$ cat src/hw/rtl/lcbc_pkg.sv
// Shared types, character codes and result expansion for the comment rewriter.
package lcbc_pkg;

  // Input and result items
  typedef struct packed {
    logic [7:0] in_byte;
    logic       end_of_input;
  } lcbc_in_t;

  typedef struct packed {
    logic [7:0] out_byte;
    logic       byte_valid;
    logic [1:0] status;
    logic       last;
  } lcbc_out_t;

  // Status codes
  localparam logic [1:0] ST_OK          = 2'd0;
  localparam logic [1:0] ST_BLOCK_OPEN  = 2'd1;
  localparam logic [1:0] ST_STRING_OPEN = 2'd2;

  // Character codes
  localparam logic [7:0] CH_SLASH   = 8'h2F;
  localparam logic [7:0] CH_STAR    = 8'h2A;
  localparam logic [7:0] CH_QUOTE   = 8'h22;
  localparam logic [7:0] CH_NEWLINE = 8'h0A;
  localparam logic [7:0] CH_SPACE   = 8'h20;

  // Command queue depth
  localparam int QDEPTH  = 4;
  localparam int QPTR_W  = $clog2(QDEPTH);
  localparam int QCNT_W  = $clog2(QDEPTH + 1);

  // Commands from the classifier to the emitter
  typedef enum logic [2:0] {
    OP_COPY,        // one byte as given
    OP_SPACE_SLASH, // " /"
    OP_LINE_END,    // " */\n"
    OP_STAR_SLASH,  // "*/"
    OP_STATUS       // bare status result
  } lcbc_op_t;

  typedef struct packed {
    lcbc_op_t   op;
    logic [7:0] data;
    logic [1:0] status;
  } lcbc_cmd_t;

  // Result number idx of a command's expansion
  function automatic lcbc_out_t lcbc_expand(input lcbc_cmd_t cmd, input logic [1:0] idx);
    lcbc_out_t r;
    r.out_byte   = 8'h00;
    r.byte_valid = 1'b1;
    r.status     = ST_OK;
    r.last       = 1'b0;
    unique case (cmd.op)
      OP_COPY: begin
        r.out_byte = cmd.data;
        r.last     = 1'b1;
      end
      OP_SPACE_SLASH: begin
        r.out_byte = (idx == 2'd0) ? CH_SPACE : CH_SLASH;
        r.last     = (idx != 2'd0);
      end
      OP_LINE_END: begin
        unique case (idx)
          2'd0: r.out_byte = CH_SPACE;
          2'd1: r.out_byte = CH_STAR;
          2'd2: r.out_byte = CH_SLASH;
          default: r.out_byte = CH_NEWLINE;
        endcase
        r.last = (idx == 2'd3);
      end
      OP_STAR_SLASH: begin
        r.out_byte = (idx == 2'd0) ? CH_STAR : CH_SLASH;
        r.last     = (idx != 2'd0);
      end
      default: begin
        r.byte_valid = 1'b0;
        r.status     = cmd.status;
        r.last       = 1'b1;
      end
    endcase
    return r;
  endfunction

endpackage

$ cat src/hw/rtl/lcbc_front.sv
// Classifier: tracks the scan mode and turns each item into an expansion command.
module lcbc_front import lcbc_pkg::*; (
  input  logic      clk,
  input  logic      rst_n,
  input  logic      in_valid,
  input  lcbc_in_t  in_item,
  input  logic      q_full,
  output logic      q_push,
  output lcbc_cmd_t q_cmd
);

  typedef enum logic [2:0] {
    MODE_CODE,
    MODE_SLASH,
    MODE_BLOCK,
    MODE_LINE,
    MODE_STR
  } mode_t;

  mode_t mode_r, mode_nxt;
  logic  star_r, star_nxt;
  logic [7:0] b;

  assign b      = in_item.in_byte;
  assign q_push = in_valid && !q_full;

  // Classify the item against the current mode
  always_comb begin
    mode_nxt     = MODE_CODE;
    star_nxt     = 1'b0;
    q_cmd.op     = OP_COPY;
    q_cmd.data   = b;
    q_cmd.status = ST_OK;
    if (in_item.end_of_input) begin
      q_cmd.op = OP_STATUS;
      unique case (mode_r)
        MODE_LINE:  q_cmd.op = OP_STAR_SLASH;
        MODE_BLOCK: q_cmd.status = ST_BLOCK_OPEN;
        MODE_STR:   q_cmd.status = ST_STRING_OPEN;
        default:    q_cmd.status = ST_OK;
      endcase
    end else begin
      unique case (mode_r)
        MODE_SLASH: begin
          if (b == CH_STAR) begin
            q_cmd.data = CH_STAR;
            mode_nxt   = MODE_BLOCK;
          end else if (b == CH_SLASH) begin
            q_cmd.data = CH_STAR;
            mode_nxt   = MODE_LINE;
          end
        end
        MODE_BLOCK: begin
          if (b == CH_SLASH && star_r) begin
            mode_nxt = MODE_CODE;
          end else begin
            mode_nxt = MODE_BLOCK;
            star_nxt = (b == CH_STAR);
          end
        end
        MODE_LINE: begin
          mode_nxt = MODE_LINE;
          if (b == CH_NEWLINE) begin
            q_cmd.op = OP_LINE_END;
            mode_nxt = MODE_CODE;
          end else if (b == CH_SLASH) begin
            if (star_r) q_cmd.op = OP_SPACE_SLASH;
          end else begin
            star_nxt = (b == CH_STAR);
          end
        end
        MODE_STR: begin
          mode_nxt = (b == CH_QUOTE) ? MODE_CODE : MODE_STR;
        end
        default: begin
          if (b == CH_SLASH)      mode_nxt = MODE_SLASH;
          else if (b == CH_QUOTE) mode_nxt = MODE_STR;
        end
      endcase
    end
  end

  // Advance the mode on each queued item
  always_ff @(posedge clk) begin
    if (!rst_n) begin
      mode_r <= MODE_CODE;
      star_r <= 1'b0;
    end else if (q_push) begin
      mode_r <= mode_nxt;
      star_r <= star_nxt;
    end
  end

endmodule

$ cat src/hw/rtl/lcbc_queue.sv
// Command queue between the classifier and the emitter.
module lcbc_queue import lcbc_pkg::*; (
  input  logic      clk,
  input  logic      rst_n,
  input  logic      push,
  input  lcbc_cmd_t push_cmd,
  input  logic      pop,
  output logic      full,
  output logic      head_valid,
  output lcbc_cmd_t head_cmd
);

  lcbc_cmd_t          entries [QDEPTH];
  logic [QPTR_W-1:0]  wr_ptr_r;
  logic [QPTR_W-1:0]  rd_ptr_r;
  logic [QCNT_W-1:0]  cnt_r;

  assign full       = (cnt_r == QCNT_W'(QDEPTH));
  assign head_valid = (cnt_r != '0);
  assign head_cmd   = entries[rd_ptr_r];

  // Store pushed commands
  always_ff @(posedge clk) begin
    if (push) entries[wr_ptr_r] <= push_cmd;
  end

  // Move pointers and fill count
  always_ff @(posedge clk) begin
    if (!rst_n) begin
      wr_ptr_r <= '0;
      rd_ptr_r <= '0;
      cnt_r    <= '0;
    end else begin
      if (push) wr_ptr_r <= wr_ptr_r + 1'b1;
      if (pop)  rd_ptr_r <= rd_ptr_r + 1'b1;
      if (push && !pop)      cnt_r <= cnt_r + 1'b1;
      else if (pop && !push) cnt_r <= cnt_r - 1'b1;
    end
  end

endmodule

$ cat src/hw/rtl/lcbc_back.sv
// Emitter: expands the head command into result items, one per cycle while out_stall is low.
module lcbc_back import lcbc_pkg::*; (
  input  logic      clk,
  input  logic      rst_n,
  input  logic      head_valid,
  input  lcbc_cmd_t head_cmd,
  output logic      pop,
  output logic      out_valid,
  input  logic      out_stall,
  output lcbc_out_t out_item
);

  logic [1:0] idx_r;
  logic       out_valid_r;
  lcbc_out_t  out_item_r;
  lcbc_out_t  res;
  logic       load;

  assign res       = lcbc_expand(head_cmd, idx_r);
  assign load      = !out_valid_r || !out_stall;
  assign pop       = load && head_valid && res.last;
  assign out_valid = out_valid_r;
  assign out_item  = out_item_r;

  // Fill the output register and step through the expansion
  always_ff @(posedge clk) begin
    if (!rst_n) begin
      out_valid_r <= 1'b0;
      idx_r       <= 2'd0;
    end else if (load) begin
      out_valid_r <= head_valid;
      if (head_valid) idx_r <= res.last ? 2'd0 : idx_r + 2'd1;
    end
  end

  always_ff @(posedge clk) begin
    if (load) out_item_r <= res;
  end

endmodule

$ cat src/hw/rtl/line_comment_to_block_comment.sv
// Top level of the line-comment to block-comment rewriter.
// Takes C source one byte per item and rewrites each line comment as a block
// comment; end_of_input closes the file, reports an open block comment or string
// in status, and resets the scanner. One item is accepted per cycle while the
// four-entry command queue has room; the emitter sends one result item per
// cycle while out_stall is low: a byte gives one result item, a line-comment
// end four and a slash after a star inside a line comment two. The single
// emitter port sets the sustained rate, and the queue absorbs short bursts
// of expansion. Results pass through the queue and the emitter output register.
module line_comment_to_block_comment import lcbc_pkg::*; (
  input  logic      clk,
  input  logic      rst_n,
  input  logic      in_valid,
  output logic      in_stall,
  input  lcbc_in_t  in_item,
  output logic      out_valid,
  input  logic      out_stall,
  output lcbc_out_t out_item
);

  logic      q_full;
  logic      q_push;
  lcbc_cmd_t q_cmd;
  logic      q_pop;
  logic      head_valid;
  lcbc_cmd_t head_cmd;

  assign in_stall = q_full;

  lcbc_front u_front (
    .clk      (clk),
    .rst_n    (rst_n),
    .in_valid (in_valid),
    .in_item  (in_item),
    .q_full   (q_full),
    .q_push   (q_push),
    .q_cmd    (q_cmd)
  );

  lcbc_queue u_queue (
    .clk        (clk),
    .rst_n      (rst_n),
    .push       (q_push),
    .push_cmd   (q_cmd),
    .pop        (q_pop),
    .full       (q_full),
    .head_valid (head_valid),
    .head_cmd   (head_cmd)
  );

  lcbc_back u_back (
    .clk        (clk),
    .rst_n      (rst_n),
    .head_valid (head_valid),
    .head_cmd   (head_cmd),
    .pop        (q_pop),
    .out_valid  (out_valid),
    .out_stall  (out_stall),
    .out_item   (out_item)
  );

`ifndef SYNTHESIS
  // A bare status result always closes its item
  a_status_last: assert property (@(posedge clk) disable iff (!rst_n)
    out_valid && !out_item.byte_valid |-> out_item.last)
    else $error("status result without last");

  // Nonzero status only on bare results
  a_status_bare: assert property (@(posedge clk) disable iff (!rst_n)
    out_valid && out_item.status != ST_OK |-> !out_item.byte_valid)
    else $error("status on byte result");

  // The emitter only pops a queue that holds a command
  a_pop_nonempty: assert property (@(posedge clk) disable iff (!rst_n)
    q_pop |-> head_valid)
    else $error("pop from empty queue");

  // An accepted item always lands in the queue
  a_accept_push: assert property (@(posedge clk) disable iff (!rst_n)
    in_valid && !in_stall |-> q_push)
    else $error("accepted item not queued");
`endif

endmodule
$ cat config.mk
export PLATFORM = sky130hd
export DESIGN_NAME = line_comment_to_block_comment
export DESIGN_NICKNAME = d
export VERILOG_FILES = /design/src/hw/rtl/lcbc_pkg.sv /design/src/hw/rtl/lcbc_front.sv /design/src/hw/rtl/lcbc_queue.sv /design/src/hw/rtl/lcbc_back.sv /design/src/hw/rtl/line_comment_to_block_comment.sv
export SDC_FILE = /design/constraint.sdc
export NUM_CORES = 1
export LEC_CHECK = 0
export BUFFER_PORTS_ARGS = -buffer_cell sky130_fd_sc_hd__buf_4
export CAP_MARGIN = 20
export CORE_ASPECT_RATIO = 1.25
export CORE_MARGIN = 3
export CORE_UTILIZATION = 40
export CTS_CLUSTER_SIZE = 8
export DETAILED_ROUTE_END_ITERATION = 8
export GPL_ROUTABILITY_DRIVEN = 1
export SKIP_LAST_GASP = 1
export SLEW_MARGIN = 20
export SYNTH_ARGS = -nofsm -noshare
export SYNTH_HDL_FRONTEND = slang
export SYNTH_SLANG_ARGS = --single-unit
$ cat constraint.sdc
create_clock -name clk -period 3.6 [get_ports clk]
set_clock_uncertainty 0.1 [all_clocks]
set_input_delay 0.18 -clock clk [delete_from_list [all_inputs] [get_ports clk]]
set_output_delay 0.18 -clock clk [all_outputs]
set_load 0.005 [all_outputs]
==> qor.yml <==
finalPower_mw: 2.549
wirelength_um: 5778
p_per_area_mw_per_mm2: 643.4
dieArea_mm2: 0.009754
crit_fanout: 8
reg2reg_to: "u_queue.cnt_r[2]$_SDFFE_PN0P_"
cts_buffer_depth: 2
synth_nets: 264
slew_violations: 0
wire_per_inst_um: 15.33
initial_utilization_pct: 41.51
ctsRootBufferMaster: "clkbuf_8"
cts_hold_buf: 7
status: "finished, final reports clean"
ant_nets: 0
numCtsBuffers: 9
max_cap_viol_count: 0
vias_per_cell: 5.143
clk_pin_slew_worst_paths_ps: 80
place_congestion: 0.9008
num_vias: 1939
port_buffers: 26
areaGrowthSynthToFinish_pct: 15.17
worst_setup_path_start_kind: "register"
synth_seq_area_share_pct: 65.19
synth_flop_cell: "edfxtp_1"
relSlewSlack_pct: 53.98
io_pins: 27
post_cts_buffers: 0
leakagePower_nw: 1.429
post-route-min-period_ps: 3072
grt_max_degree: 15
core_mm2: 0.008287
clock_sinks: 80
rows: 37
insertedDiodeCount: 0
ys_ff_latch: 80
hold_ws_ps: 17.63
fin_area_mm2: 0.003961
syn_area_mm2: 0.003440
synth-edff-count: 64
cp.arrival_ps: 3250
grt_pass1_wl_um: 9522
htree_levels: 3
postCtsResizedCells: 0
min_to: "u_back.idx_r[1]$_SDFFE_PN0P_"
final_cell_count_no_fill: 377
dp.cells: 354
antenna_found_initial: 0
die_y_um: 109.7
ys_warn_count: 0
setup_tns_ps: 0
dp_hpwl_um: 4067
synth_area_per_cell_um2: 14.27
r2r_cells: 10
insertion_delay_ps: 350
globalRouteTotalUtil_pct: 13.34
worst_ep_required_time_ps: 3780
critPathCaptureType: "register"
vdd_drop_max_uv: 186.0
die_x_um: 88.94
min_path_cells: 2
min_period_over_period_pct: 85.34
dpl_cell_area_mm2: 0.003721
drt_iter0_markers: 112
finalSetupViolCount: 0
yosysUniqueCellTypes: 42
rsz0062_at_grt: "false"
hold_start: "rst_n"
finalHoldViolCount: 0
drive_gt1_share_pct: 22.14
final_common_cell: "edfxtp_1"
tightest_slew_ps: 690.4
nets: 298
r2r_slack_ps: 530
route.detailed.drc: 0
async_flop_share_pct: 0
dr.pass1.iters: 4
layout_common_cells: "edfxtp_1, buf_4, dfxtp_1, nand2_1, nor2_1"
hold_class: "in -> reg"
grt_pass1_vias: 1920
gr-total-overflow: 0
cts_tree: "yes"
netlist_instances: 241
path_class: "reg -> reg"
max_clock_freq_mhz: 325.5
stage by stage:
stage / util, % / setup WS (ps)
4_1_cts: 47.80 / 507.7
3_3_place_gp: 44.90 / 610.0
5_1_grt: 47.80 / 249.6
2_1_floorplan: - / 933.2
6_report: 47.80 / 527.9
3_5_place_dp: 44.90 / 538.8
report_power, final:
group	total [mW]	switching, mW	internal [mW]
registers	1.26	0.0774	1.18
logic	0.722	0.351	0.371
clock network	0.568	0.320	0.249
registers in the layout, summed over array words and instances (netlist names), named ones only:
signal	cells
u_back.out_item	12
u_queue.cnt_r	3
u_back.idx_r	2
u_queue.rd_ptr_r	2
u_queue.entries	52
u_front.star_r	1
u_queue.wr_ptr_r	2
u_front.mode_r	3
u_back.out_valid	1
worst max path at each step:
stage,end,slack (ps),cells past startpoint,from
finish,u_queue.cnt_r[2]$_SDFFE_PN0P_,530,10,register
global route,u_queue.cnt_r[2]$_SDFFE_PN0P_,250,10,register
CTS,u_queue.cnt_r[2]$_SDFFE_PN0P_,510,10,register
detailed placement,u_queue.cnt_r[2]$_SDFFE_PN0P_,540,10,register
global placement,u_queue.cnt_r[2]$_SDFFE_PN0P_,610,10,register
floorplan,u_queue.cnt_r[2]$_SDFFE_PN0P_,930,11,register
area by class of cell:
class / instances / area [um^2]
inverters: 11 / 41.29
fillers: 724 / 4325
multi-input cells: 137 / 1099
well taps: 97 / 121.4
clock inverters: 7 / 46.29
repair buffers: 36 / 287.8
flip-flops and latches: 80 / 2242
clock buffers: 9 / 123.9
worst max-delay path: stages, from the launching register on:
cell and delay [ps]:
dfxtp_1 590, mux4_2 660, a21oi_2 210, nand2_2 100, nand2_2 110, ha_1 200, inv_1 70, fa_1 370
xor2_1 160, or3_1 310, a21oi_1 140
metal layers:
metal | part of all wire [%] | global-route usage, % | vias to the layer above
li1 | - | - | 955
met1 | 44 | 16.71 | 931
met2 | 51 | 21.82 | 43
met3 | 3.0 | 2.699 | 10
met4 | 2.1 | 6.702 | 0
met5 | 0 | 0 | -
synthesized netlist by cell type (3+ instances only):
master    count  area share [%]
nor2b_1       6             1.1
nand3_1       3            0.44
and2_1        8             1.5
edfxtp_1     64              56
or3_1         4            0.73
nand2_1      15             1.6
nor2_1       15             1.6
o21a_1        3            0.65
dfxtp_1      16             9.3
nor3b_1       3            0.65
clkbuf_1     11             1.2
ha_1          9             3.3
xnor2_1       3            0.76
xor2_1        3            0.76
o21ai_0       3            0.44
nand2b_1      7             1.3
inv_1        11             1.2
mux4_2       13             8.5
a21oi_1      14             2.0
mux2i_1       4             1.2
logic make-up (layout without fill, tap and decap cells):
group | count (synthesis) | after routing | synth area share, %
adder cells (fa/ha/maj) | 10 | 10 | 3.856
AO/OA/AOI/OAI | 29 | 29 | 5.129
multiplexers | 17 | 17 | 9.676
XOR/XNOR | 6 | 6 | 1.528
AND/OR/NAND/NOR | 75 | 75 | 11.75
buffers and inverters | 24 | 63 | 2.874
flip-flops | 80 | 80 | 65.19
Power figures use the tool's default switching activity.
